$ cat config.mk
export PLATFORM = sky130hd
export DESIGN_NAME = multi_slot_task_watchdog_flat
export DESIGN_NICKNAME = d
export VERILOG_FILES = /design/src/design/wdg_pkg.sv /design/src/design/wdg_in_if.sv /design/src/design/wdg_out_if.sv /design/src/design/multi_slot_task_watchdog.sv /design/src/design/wdg_ram.sv /design/src/design/wdg_slot_table.sv /design/src/flat_wrapper.sv
export SDC_FILE = /design/constraint.sdc
export NUM_CORES = 1
export LEC_CHECK = 0
export BUFFER_PORTS_ARGS = -buffer_cell sky130_fd_sc_hd__buf_2
export CAP_MARGIN = 20
export CORE_MARGIN = 3
export CORE_UTILIZATION = 60
export CTS_CLUSTER_DIAMETER = 40
export DETAILED_ROUTE_END_ITERATION = 8
export PLACE_DENSITY = 0.77
export SYNTH_ARGS = -nofsm -noshare
export SYNTH_HDL_FRONTEND = slang
export SYNTH_SLANG_ARGS = --single-unit
$ cat constraint.sdc
create_clock -name clk -period 8.85 [get_ports clk]
set_clock_uncertainty 0.2 [all_clocks]
set_input_delay 0.885 -clock clk [delete_from_list [all_inputs] [get_ports clk]]
set_output_delay 0.885 -clock clk [all_outputs]
set_load 0.01 [all_outputs]
$ cat src/design/wdg_pkg.sv
// ---------------------------------------------------------------------------
// wdg_pkg: shared types and constants for the task watchdog
// Field widths, action codes, controller states and slot table control.
// ---------------------------------------------------------------------------
`default_nettype none

package wdg_pkg;

  // Fixed payload widths
  localparam int ACTION_W  = 2;
  localparam int SLOT_W    = 4;
  localparam int TIME_W    = 32;
  localparam int PERIOD_W  = 16;

  // Reset value of the scan period register
  localparam logic [PERIOD_W-1:0] PERIOD_RESET = 16'd1000;

  // Action codes
  localparam logic [ACTION_W-1:0] ACT_TICK     = 2'd0;
  localparam logic [ACTION_W-1:0] ACT_REGISTER = 2'd1;
  localparam logic [ACTION_W-1:0] ACT_FEED     = 2'd2;
  localparam logic [ACTION_W-1:0] ACT_UNREG    = 2'd3;

  // Controller states
  typedef enum logic [1:0] {
    ST_IDLE = 2'b01,
    ST_SCAN = 2'b10
  } state_t;

  // Slot table write controls
  typedef struct packed {
    logic reg_en;
    logic feed_en;
    logic unreg_en;
  } tbl_ctrl_t;

  // Slot table status
  typedef struct packed {
    logic free_found;
    logic hit;
  } tbl_stat_t;

endpackage

`default_nettype wire

$ cat src/design/wdg_in_if.sv
// ---------------------------------------------------------------------------
// wdg_in_if: command channel of the task watchdog
// Carries valid, ready and one command item (action, slot, timeout).
// ---------------------------------------------------------------------------
`default_nettype none

interface wdg_in_if;
  import wdg_pkg::*;

  logic                valid;
  logic                ready;
  logic [ACTION_W-1:0] action;
  logic [SLOT_W-1:0]   slot;
  logic [TIME_W-1:0]   timeout;

  modport source (output valid, action, slot, timeout, input ready);
  modport sink   (input valid, action, slot, timeout, output ready);
endinterface

`default_nettype wire

$ cat src/design/wdg_out_if.sv
// ---------------------------------------------------------------------------
// wdg_out_if: response channel of the task watchdog
// Carries valid, ready and one response item.
// ---------------------------------------------------------------------------
`default_nettype none

interface wdg_out_if;
  import wdg_pkg::*;

  logic              valid;
  logic              ready;
  logic              register_ok;
  logic [SLOT_W-1:0] assigned_slot;
  logic              expired;
  logic [SLOT_W-1:0] expired_slot;
  logic [TIME_W-1:0] expired_elapsed;

  modport source (output valid, register_ok, assigned_slot, expired, expired_slot,
                  expired_elapsed, input ready);
  modport sink   (input valid, register_ok, assigned_slot, expired, expired_slot,
                  expired_elapsed, output ready);
endinterface

`default_nettype wire

$ cat src/design/multi_slot_task_watchdog.sv
// ---------------------------------------------------------------------------
// multi_slot_task_watchdog: multi-slot software task watchdog
// Millisecond tick counter, periodic scan of active slots for expiry,
// register / feed / unregister of slots.
//
//   channel  dir  handshake      payload
//   cmd      in   valid/ready    action, slot, timeout
//   rsp      out  valid/ready    register_ok, assigned_slot, expired,
//                                expired_slot, expired_elapsed
//   cfg      in   cfg_we         cfg_wdata (check_period)
//
// Register, feed, unregister and a tick without a scan respond in the next cycle.
// A scanning tick reads the slots one per cycle through the single read port
// of each slot RAM, ending early on a hit.
// One command is in flight at a time; cmd.ready is low during a scan and
// while an undelivered response is not being taken.
// Reset clears the counters and active flags at once; no clearing pass.
// ---------------------------------------------------------------------------
`default_nettype none

module multi_slot_task_watchdog #(
  parameter  int SLOTS = 16,
  localparam int SW    = (SLOTS > 1) ? $clog2(SLOTS) : 1
) (
  input  wire logic                          clk,
  input  wire logic                          rst,
  wdg_in_if.sink                             cmd,
  wdg_out_if.source                          rsp,
  input  wire logic                          cfg_we,
  input  wire logic [wdg_pkg::PERIOD_W-1:0]  cfg_wdata
);
  import wdg_pkg::*;

  state_t            state;
  logic [PERIOD_W-1:0] check_period;
  logic [TIME_W-1:0] now_count;
  logic [PERIOD_W-1:0] period_count;
  logic [PERIOD_W-1:0] period_next;
  logic [SW-1:0]     scan_idx;
  logic [SW-1:0]     ev_idx;
  logic              ev_valid;

  logic              out_valid;
  logic              out_register_ok;
  logic [SLOT_W-1:0] out_assigned_slot;
  logic              out_expired;
  logic [SLOT_W-1:0] out_expired_slot;
  logic [TIME_W-1:0] out_expired_elapsed;

  logic              accept;
  logic              in_range;
  logic              scan_due;
  logic              scan_last;
  tbl_ctrl_t         ctrl;
  tbl_stat_t         stat;
  logic [SW-1:0]     free_idx;
  logic [TIME_W-1:0] elapsed;

  // Input handshake
  assign cmd.ready = (state == ST_IDLE) && (!out_valid || rsp.ready);
  assign accept    = cmd.valid && cmd.ready;
  assign in_range  = 32'(cmd.slot) < SLOTS;

  // Scan scheduling
  assign period_next = period_count + 1'b1;
  assign scan_due    = period_next >= check_period;
  assign scan_last   = ev_valid && (ev_idx == SW'(SLOTS - 1));

  // Slot table controls
  assign ctrl.reg_en   = accept && (cmd.action == ACT_REGISTER);
  assign ctrl.feed_en  = accept && (cmd.action == ACT_FEED) && in_range;
  assign ctrl.unreg_en = accept && (cmd.action == ACT_UNREG) && in_range;

  wdg_slot_table #(.SLOTS(SLOTS)) u_table (
    .clk         (clk),
    .rst         (rst),
    .ctrl        (ctrl),
    .cmd_idx     (SW'(cmd.slot)),
    .cmd_timeout (cmd.timeout),
    .now         (now_count),
    .scan_addr   (scan_idx),
    .eval_idx    (ev_idx),
    .stat        (stat),
    .free_idx    (free_idx),
    .elapsed     (elapsed)
  );

  // Configuration register
  always_ff @(posedge clk) begin
    if (rst) begin
      check_period <= PERIOD_RESET;
    end else if (cfg_we) begin
      check_period <= cfg_wdata;
    end
  end

  // Controller, counters and scan sequencing
  always_ff @(posedge clk) begin
    if (rst) begin
      state        <= ST_IDLE;
      now_count    <= '0;
      period_count <= '0;
      scan_idx     <= '0;
      ev_idx       <= '0;
      ev_valid     <= 1'b0;
    end else begin
      case (state)
        ST_IDLE: begin
          if (accept && (cmd.action == ACT_TICK)) begin
            now_count <= now_count + 1'b1;
            if (scan_due) begin
              period_count <= '0;
              scan_idx     <= '0;
              ev_valid     <= 1'b0;
              state        <= ST_SCAN;
            end else begin
              period_count <= period_next;
            end
          end
        end
        ST_SCAN: begin
          scan_idx <= scan_idx + 1'b1;
          ev_idx   <= scan_idx;
          ev_valid <= 1'b1;
          if ((ev_valid && stat.hit) || scan_last) begin
            state <= ST_IDLE;
          end
        end
        default: begin
          state <= ST_IDLE;
        end
      endcase
    end
  end

  // Response valid
  always_ff @(posedge clk) begin
    if (rst) begin
      out_valid <= 1'b0;
    end else if ((accept && !((cmd.action == ACT_TICK) && scan_due)) ||
                 ((state == ST_SCAN) && ((ev_valid && stat.hit) || scan_last))) begin
      out_valid <= 1'b1;
    end else if (rsp.ready) begin
      out_valid <= 1'b0;
    end
  end

  // Response payload
  always_ff @(posedge clk) begin
    if (accept) begin
      out_register_ok     <= ctrl.reg_en && stat.free_found;
      out_assigned_slot   <= (ctrl.reg_en && stat.free_found) ? SLOT_W'(free_idx) : '0;
      out_expired         <= 1'b0;
      out_expired_slot    <= '0;
      out_expired_elapsed <= '0;
    end else if ((state == ST_SCAN) && ev_valid && stat.hit) begin
      out_register_ok     <= 1'b0;
      out_assigned_slot   <= '0;
      out_expired         <= 1'b1;
      out_expired_slot    <= SLOT_W'(ev_idx);
      out_expired_elapsed <= elapsed;
    end
  end

  assign rsp.valid           = out_valid;
  assign rsp.register_ok     = out_register_ok;
  assign rsp.assigned_slot   = out_assigned_slot;
  assign rsp.expired         = out_expired;
  assign rsp.expired_slot    = out_expired_slot;
  assign rsp.expired_elapsed = out_expired_elapsed;

  // Checks
  a_one_kind: assert property (@(posedge clk) disable iff (rst)
    rsp.valid |-> !(rsp.register_ok && rsp.expired))
    else $error("response flags both register and expiry");

  a_quick_resp: assert property (@(posedge clk) disable iff (rst)
    (accept && (cmd.action != ACT_TICK)) |=> (rsp.valid && (state == ST_IDLE)))
    else $error("non-tick command did not respond in one cycle");

  a_slot_range: assert property (@(posedge clk) disable iff (rst)
    (rsp.valid && rsp.register_ok) |-> ((SLOTS > 16) || (32'(rsp.assigned_slot) < SLOTS)))
    else $error("assigned slot out of range");

  a_scan_quiet: assert property (@(posedge clk) disable iff (rst)
    (state == ST_SCAN) |-> !ctrl.reg_en && !ctrl.feed_en && !ctrl.unreg_en)
    else $error("slot table written during scan");

endmodule

`default_nettype wire

$ cat src/design/wdg_ram.sv
// ---------------------------------------------------------------------------
// wdg_ram: generic simple dual-port RAM
// One write port, one read port, read data registered.
// ---------------------------------------------------------------------------
`default_nettype none

module wdg_ram #(
  parameter  int WIDTH = 32,
  parameter  int DEPTH = 16,
  localparam int AW    = (DEPTH > 1) ? $clog2(DEPTH) : 1
) (
  input  wire logic             clk,
  input  wire logic             we,
  input  wire logic [AW-1:0]    waddr,
  input  wire logic [WIDTH-1:0] wdata,
  input  wire logic [AW-1:0]    raddr,
  output logic      [WIDTH-1:0] rdata
);

  logic [WIDTH-1:0] mem [DEPTH];

  always_ff @(posedge clk) begin
    if (we) begin
      mem[waddr] <= wdata;
    end
    rdata <= mem[raddr];
  end

endmodule

`default_nettype wire

$ cat src/design/wdg_slot_table.sv
// ---------------------------------------------------------------------------
// wdg_slot_table: per-slot state of the watchdog
// Active flags in flops, timeout and last-fed stamps in two RAMs, free slot
// search and the expiry compare on the registered RAM outputs.
// ---------------------------------------------------------------------------
`default_nettype none

module wdg_slot_table #(
  parameter  int SLOTS = 16,
  localparam int SW    = (SLOTS > 1) ? $clog2(SLOTS) : 1
) (
  input  wire logic                      clk,
  input  wire logic                      rst,
  input  wire wdg_pkg::tbl_ctrl_t        ctrl,
  input  wire logic [SW-1:0]             cmd_idx,
  input  wire logic [wdg_pkg::TIME_W-1:0] cmd_timeout,
  input  wire logic [wdg_pkg::TIME_W-1:0] now,
  input  wire logic [SW-1:0]             scan_addr,
  input  wire logic [SW-1:0]             eval_idx,
  output wdg_pkg::tbl_stat_t             stat,
  output logic      [SW-1:0]             free_idx,
  output logic      [wdg_pkg::TIME_W-1:0] elapsed
);
  import wdg_pkg::*;

  logic [SLOTS-1:0]  active;
  logic              free_found;
  logic              to_we;
  logic              lf_we;
  logic [SW-1:0]     lf_waddr;
  logic [TIME_W-1:0] to_q;
  logic [TIME_W-1:0] lf_q;

  // Lowest free slot
  always_comb begin
    free_found = 1'b0;
    free_idx   = '0;
    for (int i = SLOTS - 1; i >= 0; i--) begin
      if (!active[i]) begin
        free_found = 1'b1;
        free_idx   = SW'(i);
      end
    end
  end

  // RAM write controls: register writes both, feed only the stamp
  assign to_we    = ctrl.reg_en && free_found;
  assign lf_we    = to_we || (ctrl.feed_en && active[cmd_idx]);
  assign lf_waddr = ctrl.reg_en ? free_idx : cmd_idx;

  // Active flags
  always_ff @(posedge clk) begin
    if (rst) begin
      active <= '0;
    end else begin
      if (to_we) begin
        active[free_idx] <= 1'b1;
      end
      if (ctrl.unreg_en) begin
        active[cmd_idx] <= 1'b0;
      end
    end
  end

  wdg_ram #(.WIDTH(TIME_W), .DEPTH(SLOTS)) u_timeout_ram (
    .clk   (clk),
    .we    (to_we),
    .waddr (free_idx),
    .wdata (cmd_timeout),
    .raddr (scan_addr),
    .rdata (to_q)
  );

  wdg_ram #(.WIDTH(TIME_W), .DEPTH(SLOTS)) u_last_fed_ram (
    .clk   (clk),
    .we    (lf_we),
    .waddr (lf_waddr),
    .wdata (now),
    .raddr (scan_addr),
    .rdata (lf_q)
  );

  // Expiry compare on the slot read last cycle (wrapping difference)
  assign elapsed         = now - lf_q;
  assign stat.hit        = active[eval_idx] && (elapsed > to_q);
  assign stat.free_found = free_found;

endmodule

`default_nettype wire

$ cat src/flat_wrapper.sv
// flat-port wrapper written by rule: the top's interface ports become plain ports
module multi_slot_task_watchdog_flat import wdg_pkg::*;
#(
  parameter  int SLOTS = 16,
  localparam int SW    = (SLOTS > 1) ? $clog2(SLOTS) : 1
)
  (clk, rst, cfg_we, cfg_wdata, cmd_valid, cmd_action, cmd_slot, cmd_timeout, cmd_ready, rsp_valid, rsp_register_ok, rsp_assigned_slot, rsp_expired, rsp_expired_slot, rsp_expired_elapsed, rsp_ready);
  wdg_in_if cmd_i ();
  wdg_out_if rsp_i ();
  input  wire logic clk;
  input  wire logic rst;
  input  wire logic cfg_we;
  input  wire logic [wdg_pkg::PERIOD_W-1:0] cfg_wdata;
  input wire logic [$bits(cmd_i.valid)-1:0] cmd_valid;
  input wire logic [$bits(cmd_i.action)-1:0] cmd_action;
  input wire logic [$bits(cmd_i.slot)-1:0] cmd_slot;
  input wire logic [$bits(cmd_i.timeout)-1:0] cmd_timeout;
  output wire logic [$bits(cmd_i.ready)-1:0] cmd_ready;
  output wire logic [$bits(rsp_i.valid)-1:0] rsp_valid;
  output wire logic [$bits(rsp_i.register_ok)-1:0] rsp_register_ok;
  output wire logic [$bits(rsp_i.assigned_slot)-1:0] rsp_assigned_slot;
  output wire logic [$bits(rsp_i.expired)-1:0] rsp_expired;
  output wire logic [$bits(rsp_i.expired_slot)-1:0] rsp_expired_slot;
  output wire logic [$bits(rsp_i.expired_elapsed)-1:0] rsp_expired_elapsed;
  input wire logic [$bits(rsp_i.ready)-1:0] rsp_ready;
  assign cmd_i.valid = cmd_valid;
  assign cmd_i.action = cmd_action;
  assign cmd_i.slot = cmd_slot;
  assign cmd_i.timeout = cmd_timeout;
  assign cmd_ready = cmd_i.ready;
  assign rsp_valid = rsp_i.valid;
  assign rsp_register_ok = rsp_i.register_ok;
  assign rsp_assigned_slot = rsp_i.assigned_slot;
  assign rsp_expired = rsp_i.expired;
  assign rsp_expired_slot = rsp_i.expired_slot;
  assign rsp_expired_elapsed = rsp_i.expired_elapsed;
  assign rsp_i.ready = rsp_ready;
  multi_slot_task_watchdog #(.SLOTS(SLOTS)) u_core (.clk(clk), .rst(rst), .cmd(cmd_i), .rsp(rsp_i), .cfg_we(cfg_we), .cfg_wdata(cfg_wdata));
endmodule
# Word level (Yosys, flattened, before mapping)
# Memory sizes are Yosys's and may differ from the RTL's. A register that Yosys moved wholly into a read port is not among the register bits.
# Cells that the tools add are included.
# totals
reg_bits	134
latch_bits	0
ram_bits	1024
mem_bits_ro	0
input_bits	59
mem_count	2
# mem_list
name	depth	word_bits	read_ports	rd_clocked_by_memory_dff	write_ports	line_no	source
u_core.u_table.u_last_fed_ram.mem	16	32	1	1	1	wdg_ram.sv:20	logic [WIDTH-1:0] mem [DEPTH];
u_core.u_table.u_timeout_ram.mem	16	32	1	1	1	wdg_ram.sv:20	
# classes
addsub	4
n_mul	0
div	0
n_lt_le_gt_ge	7
eq_ne	9
n_shift	0
muxes	66
bitwise	3
n_reduce_logical	31
# op_table
cell	count
4-bit two-way mux	22
16-bit two-way mux	4
32-bit by 1-bit adder with 32-bit output (second input constant)	1
32-bit greater-than comparator	1
32-bit subtractor	1
1-bit two-way mux	30
1-bit logical AND	18
16-bit by 1-bit adder with 16-bit output (second input constant)	1
16-bit AND	1
16-bit greater-or-equal comparator	1
16-bit inverter	1
16-bit bitwise OR	1
4-bit by 5-bit < comparator with 1-bit output (second input constant)	3
1-bit binary-select mux with 4-bit select	2
1-bit demux with 4-bit select	2
4-bit by 1-bit greater-or-equal comparator with 1-bit output (second input constant)	2
4-bit case mux with 2 select lines	1
2-bit == test (second input constant)	3
2-bit two-way mux	3
3-bit AND reduction	2
2-bit nonzero test	3
4-bit by 1-bit adder with 4-bit output (second input constant)	1
2-bit by 1-bit == test with 1-bit output (second input constant)	2
4-bit == test (second input constant)	1
other kinds (8)	13

# Longest topological paths before layout
# logic_depth
word_depth	25
ltp_mapped	22
mapped_depth_nobuf	21

# Hierarchy
# Synthesis repeated with hierarchy kept, for this count alone.
# unflattened
hier_cells	2831
hier_area_um2	48665.4
# by_module_without_submodules
module	n_inst	cells_per_inst	area_each_um2	seq_area_each_um2
wdg_ram (u_core.u_table.u_timeout_ram)	1	838	19854.0	16015.4
wdg_ram (u_core.u_table.u_last_fed_ram)	1	838	19835.3	16015.4
multi_slot_task_watchdog	1	636	5253.8	2412.3
wdg_slot_table	1	519	3722.3	320.3

# Worst setup path after synthesis
# OpenSTA, ideal clock, no wires.
# synth_path
path_type	input to register
from	in rsp_ready
to	mem u_core.u_table.u_last_fed_ram.mem[0][0], enable pin
setup_time_ns	0.461
t_arrival_ns	5.957
t_required_ns	8.189
slack_ns	2.232
stages	8
n_path_buf	1
cell_sequence	nand2b_1 -> nand3_1 -> or3b_1 -> clkbuf_1 -> nor2_1 -> a21oi_1 -> o21a_1 -> nor3_1
# synth_between
elab_chain_cells	8
# synth_rtl
element	line_no	source
start: declaration	flat_wrapper.sv:25	input wire logic [$bits(rsp_i.ready)-1:0] rsp_ready;
1-bit logical OR (*)	multi_slot_task_watchdog.sv:60	assign cmd.ready = (state == ST_IDLE) && (!out_valid || rsp.ready);
1-bit logical AND (*)	multi_slot_task_watchdog.sv:60	
1-bit logical AND (*)	multi_slot_task_watchdog.sv:61	assign accept = cmd.valid && cmd.ready;
1-bit logical AND (on tied branches)	multi_slot_task_watchdog.sv:70, multi_slot_task_watchdog.sv:71	
1-bit logical AND (on tied branches)	wdg_slot_table.sv:47, wdg_slot_table.sv:48	
1-bit logical OR	wdg_slot_table.sv:48	assign lf_we = to_we || (ctrl.feed_en && active[cmd_idx]);
1-bit two-way mux	wdg_ram.sv:23	if (we) begin
1-bit two-way mux (not written as such)	wdg_ram.sv:24	mem[waddr] <= wdata;
end: declaration	wdg_ram.sv:20	
# Every way passes the cells marked *; elsewhere a longest branch is shown, timed or not.

# Worst setup path in the final report
# layout_path
from	reg u_core.now_count[0]
to	reg u_core.out_assigned_slot[2], in the netlist u_core.rsp.assigned_slot[2], enable pin
# layout_between
elab_chain_cells	5
# layout_rtl
element	line_no	source
start: declaration	multi_slot_task_watchdog.sv:36	logic [TIME_W-1:0] now_count;
start signal: assignment	multi_slot_task_watchdog.sv:110	now_count <= now_count + 1'b1;
32-bit subtractor	wdg_slot_table.sv:84	assign elapsed = now - lf_q;
net u_core.elapsed[31]	multi_slot_task_watchdog.sv:57	logic [TIME_W-1:0] elapsed;
32-bit greater-than comparator	wdg_slot_table.sv:85	assign stat.hit = active[eval_idx] && (elapsed > to_q);
1-bit logical AND	wdg_slot_table.sv:85	
1-bit logical AND	multi_slot_task_watchdog.sv:156	end else if ((state == ST_SCAN) && ev_valid && stat.hit) begin
2-bit nonzero test (no line)	-	
end signal: assignment	multi_slot_task_watchdog.sv:152	out_assigned_slot <= (ctrl.reg_en && stat.free_found) ? SLOT_W'(free_idx) : '0;
end: declaration	multi_slot_task_watchdog.sv:45	logic [SLOT_W-1:0] out_assigned_slot;
# The timed path passes the listed nets, and every way through them passes these cells.
# A chain may end at the register's enable or synchronous reset.

==> results.txt <==
Outcome: completed
Crit path launch: u_core.now_count[0]
Sequential share of the synthesized area: 71.31%
Vias after detailed routing: 26070
Met3 Wirelength: 9807 microns
Boundary Pins: 103
Clock sink count: 1222
Fill cell count: 4754
Worst Hold End: u_core.check_period[7]
CP Launch Type: register
Post-Route WL: 115200 microns
All-Layer GR Usage: 27.68%
Initial DRC Count: 3090
Max Fanout on Critical Path: 30
Largest net degree at the start of global routing: 156
NumNets Final: 2975
Synth top area cells: edfxtp_1 63%, mux4_2 15%, dfxtp_1 7.9%
Cell taking the most area after synthesis: edfxtp_1
Final Core Density: 69.11%
Setup violators final: 0
Fin cells: 4003
Warnings, synthesis: 0
Crit path DAT: 6.86 ns
Max-cap violations: 0
Initial Util: 61.11%
Synthesized flop and latch total: 1222
First-pass GRT wire length: 172800 microns
Post-Synthesis Net Count: 2816
Total chip power: 11.87 mW
RSZ-0062 raised after global routing: no
LEAKAGE: 18.76 nW
Synth Instances: 2674
Core ar.: 0.07977 sq mm
WHS Path Cells: 3
Inserted Clock Buffers: 134
Slew headroom: 17.28%
Final hold slack: 0.1790 ns
Via/cell ratio: 6.514
Total Die Area: 0.08470 sq mm
Grt ovf: 0
Final Hold Vio Count: 0
Count leader, synth: edfxtp_1
Setup bufs post-CTS: 0
DP Cell Count: 3746
Met2 wire length: 56920 microns
Die Y: 291.0 microns
Achievable clock frequency: 0.1494 GHz
Residual DRC: 0
Count of different cell masters after synthesis: 68
Row count: 103
PostCTS Resize Cnt: 0
Post-route antenna net violation count: 0
Top sig layer: met5
Drt first pass iters: 6
Final Cycle Share: 75.64%
RD Place Congestion: 0.9793
R2R cell count: 18
FF-to-FF End: u_core.rsp.assigned_slot[2]
Setup Total Neg Slack: 0 ns
Area Growth Syn to Fin: 13.09%
Post-synth ARST share: 0%
Syn Std Cell Area: 0.04875 sq mm
Post-CTS Hold Fix Bufs: 0
Worst Path Required: 9.02 ns
Worst vdd ir: 0.0003046 V
Worst-Skew Late Latency: 0.74 ns
Avg Cell Area, Syn: 18.23 sq um
Max clock buf depth: 3
Main synth FF type: edfxtp_1
CTS HTree Levels: 4
Hpwl dp: 62160 microns
Number of flops mapped to enable cells by yosys: 1029
Final Critical Period: 6.694 ns
Layout cell share with drive strength beyond 1: 25.01%
Root buf cell: clkbuf_16
Initial antenna violation count: 10
# port buffers: 102
Slew @ Worst Pin: 1.241 ns
Element type at the critical path end: register
Worst R2R Setup Slack: 2.16 ns
Vias in the first global route: 26670
Pwr/cell area: 215.3 mW/mm^2
CTS tree: done
Crit Path Class: reg2reg
Reg-to-Reg Start: u_core.now_count[0]
M1 WL: 44870 microns
Clock Pin Slew Worst Setup and Hold Paths: 0.06 ns
Hold/Removal Path Class: in2reg
Die X: 291.0 microns
Worst Min Path Start: cfg_wdata[7]
Synth top cells by count: 1029 x edfxtp_1, 328 x mux4_2, 193 x dfxtp_1
Wire per inst: 28.79 microns
Final slew viol count: 0
Yosys top cell area share: 63.39%
==> through the flow <==
stage / setup WS, ns / instance area (sq um)
after floorplan: 2.232 / 48750
after global placement: 2.324 / 50690
after detailed placement: 2.209 / 50690
after CTS: 2.192 / 55100
after global routing: 1.664 / 55120
final: 2.156 / 55130
==> cell type report <==
cell class | count | area, sq um | area share, %
diodes | 6 | 15.01 | 0.02723
clock buffers | 171 | 3565 | 6.466
clock inverters | 79 | 845.8 | 1.534
inverters | 105 | 394.1 | 0.7149
multi-input cells | 1221 | 13320 | 24.16
flip-flops and latches | 1222 | 34780 | 63.09
well taps | 1050 | 1314 | 2.383
repair buffers | 149 | 895.9 | 1.625
==> routing by layer <==
layer / GRT usage, % / vias to the layer above
li1: - / 11060
met1: 37.99 / 13410
met2: 44.33 / 1351
met3: 6.088 / 251
met4: 10.25 / 4
met5: 0 / -
==> power breakdown <==
part	total, mW	internal (mW)	switching, mW
logic	0.162	0.0484	0.114
clock network	5.48	3.16	2.32
registers	6.23	6.21	0.0110
==> flip-flops by register name, summed over array words and instances (netlist names), 2 cells and up <==
register,flops
u_core.period_count,16
u_core.u_table.u_last_fed_ram.mem,512
u_core.u_table.active,16
u_core.rsp.expired_elapsed,32
u_core.u_table.u_last_fed_ram.rdata,32
u_core.state,2
u_core.now_count,32
u_core.rsp.assigned_slot,4
u_core.rsp.expired_slot,4
u_core.scan_idx,4
u_core.u_table.u_timeout_ram.mem,512
u_core.check_period,16
u_core.ev_idx,4
u_core.u_table.u_timeout_ram.rdata,32
==> how the worst max path moves through the flow <==
stage | to | slack (ns) | cells after the start
final | u_core.rsp.assigned_slot[2] | 2.16 | 18
after global routing | u_core.rsp.assigned_slot[1] | 1.66 | 18
after CTS | u_core.rsp.assigned_slot[2] | 2.19 | 18
after detailed placement | u_core.rsp.assigned_slot[2] | 2.21 | 18
after global placement | u_core.rsp.assigned_slot[0] | 2.32 | 20
after floorplan | u_core.u_table.u_last_fed_ram.mem[0][0] | 2.23 | 8
==> layout by cell type, fill, tap and decap left out, drive strengths merged, types with 6 or more instances in the layout <==
master	n
clkinvlp	7
a211oi	8
mux2i	12
clkinv	42
o211ai	16
xnor2	30
nand4	27
bufinv	8
a221oi	7
nor4	6
nand2b	8
ha	82
edfxtp	1029
o21a	16
a31oi	15
diode	6
and2	7
nor2	93
mux4	329
nor3b	6
o21ai	63
nand2	153
xor2	35
buf	148
or3	13
a21o	31
nor3	31
and3	20
inv	127
clkbuf	171
a21oi	91
nand3	49
dfxtp	193
==> kinds of logic after synthesis <==
family / after synthesis / synth area share [%]
DFF: 1222 / 71.31
and+or+nand+nor: 440 / 4.291
buffers and inverters: 231 / 1.786
xor gates and xnor gates: 65 / 1.168
muxes: 344 / 15.52
adders and majority gates: 83 / 2.146
AOI/OAI and AO/OA: 289 / 3.773
==> worst max-delay path, stage by stage (launching register included) <==
cell       delay [ns]
dfxtp_1          0.70
inv_1            0.11
ha_1             0.22
nand3b_1         0.20
a2111oi_2        0.48
nor2_1           0.12
o41ai_2          0.58
a21oi_1          0.24
o2111ai_1        0.33
a21oi_1          0.13
xor2_1           0.17
ha_1             0.34
nand4_1          0.16
or4_1            0.61
a21o_1           0.23
a21boi_4         0.55
buf_4            0.41
inv_2            0.22
nand2_1          0.33
(Power assumes the default switching activity.)
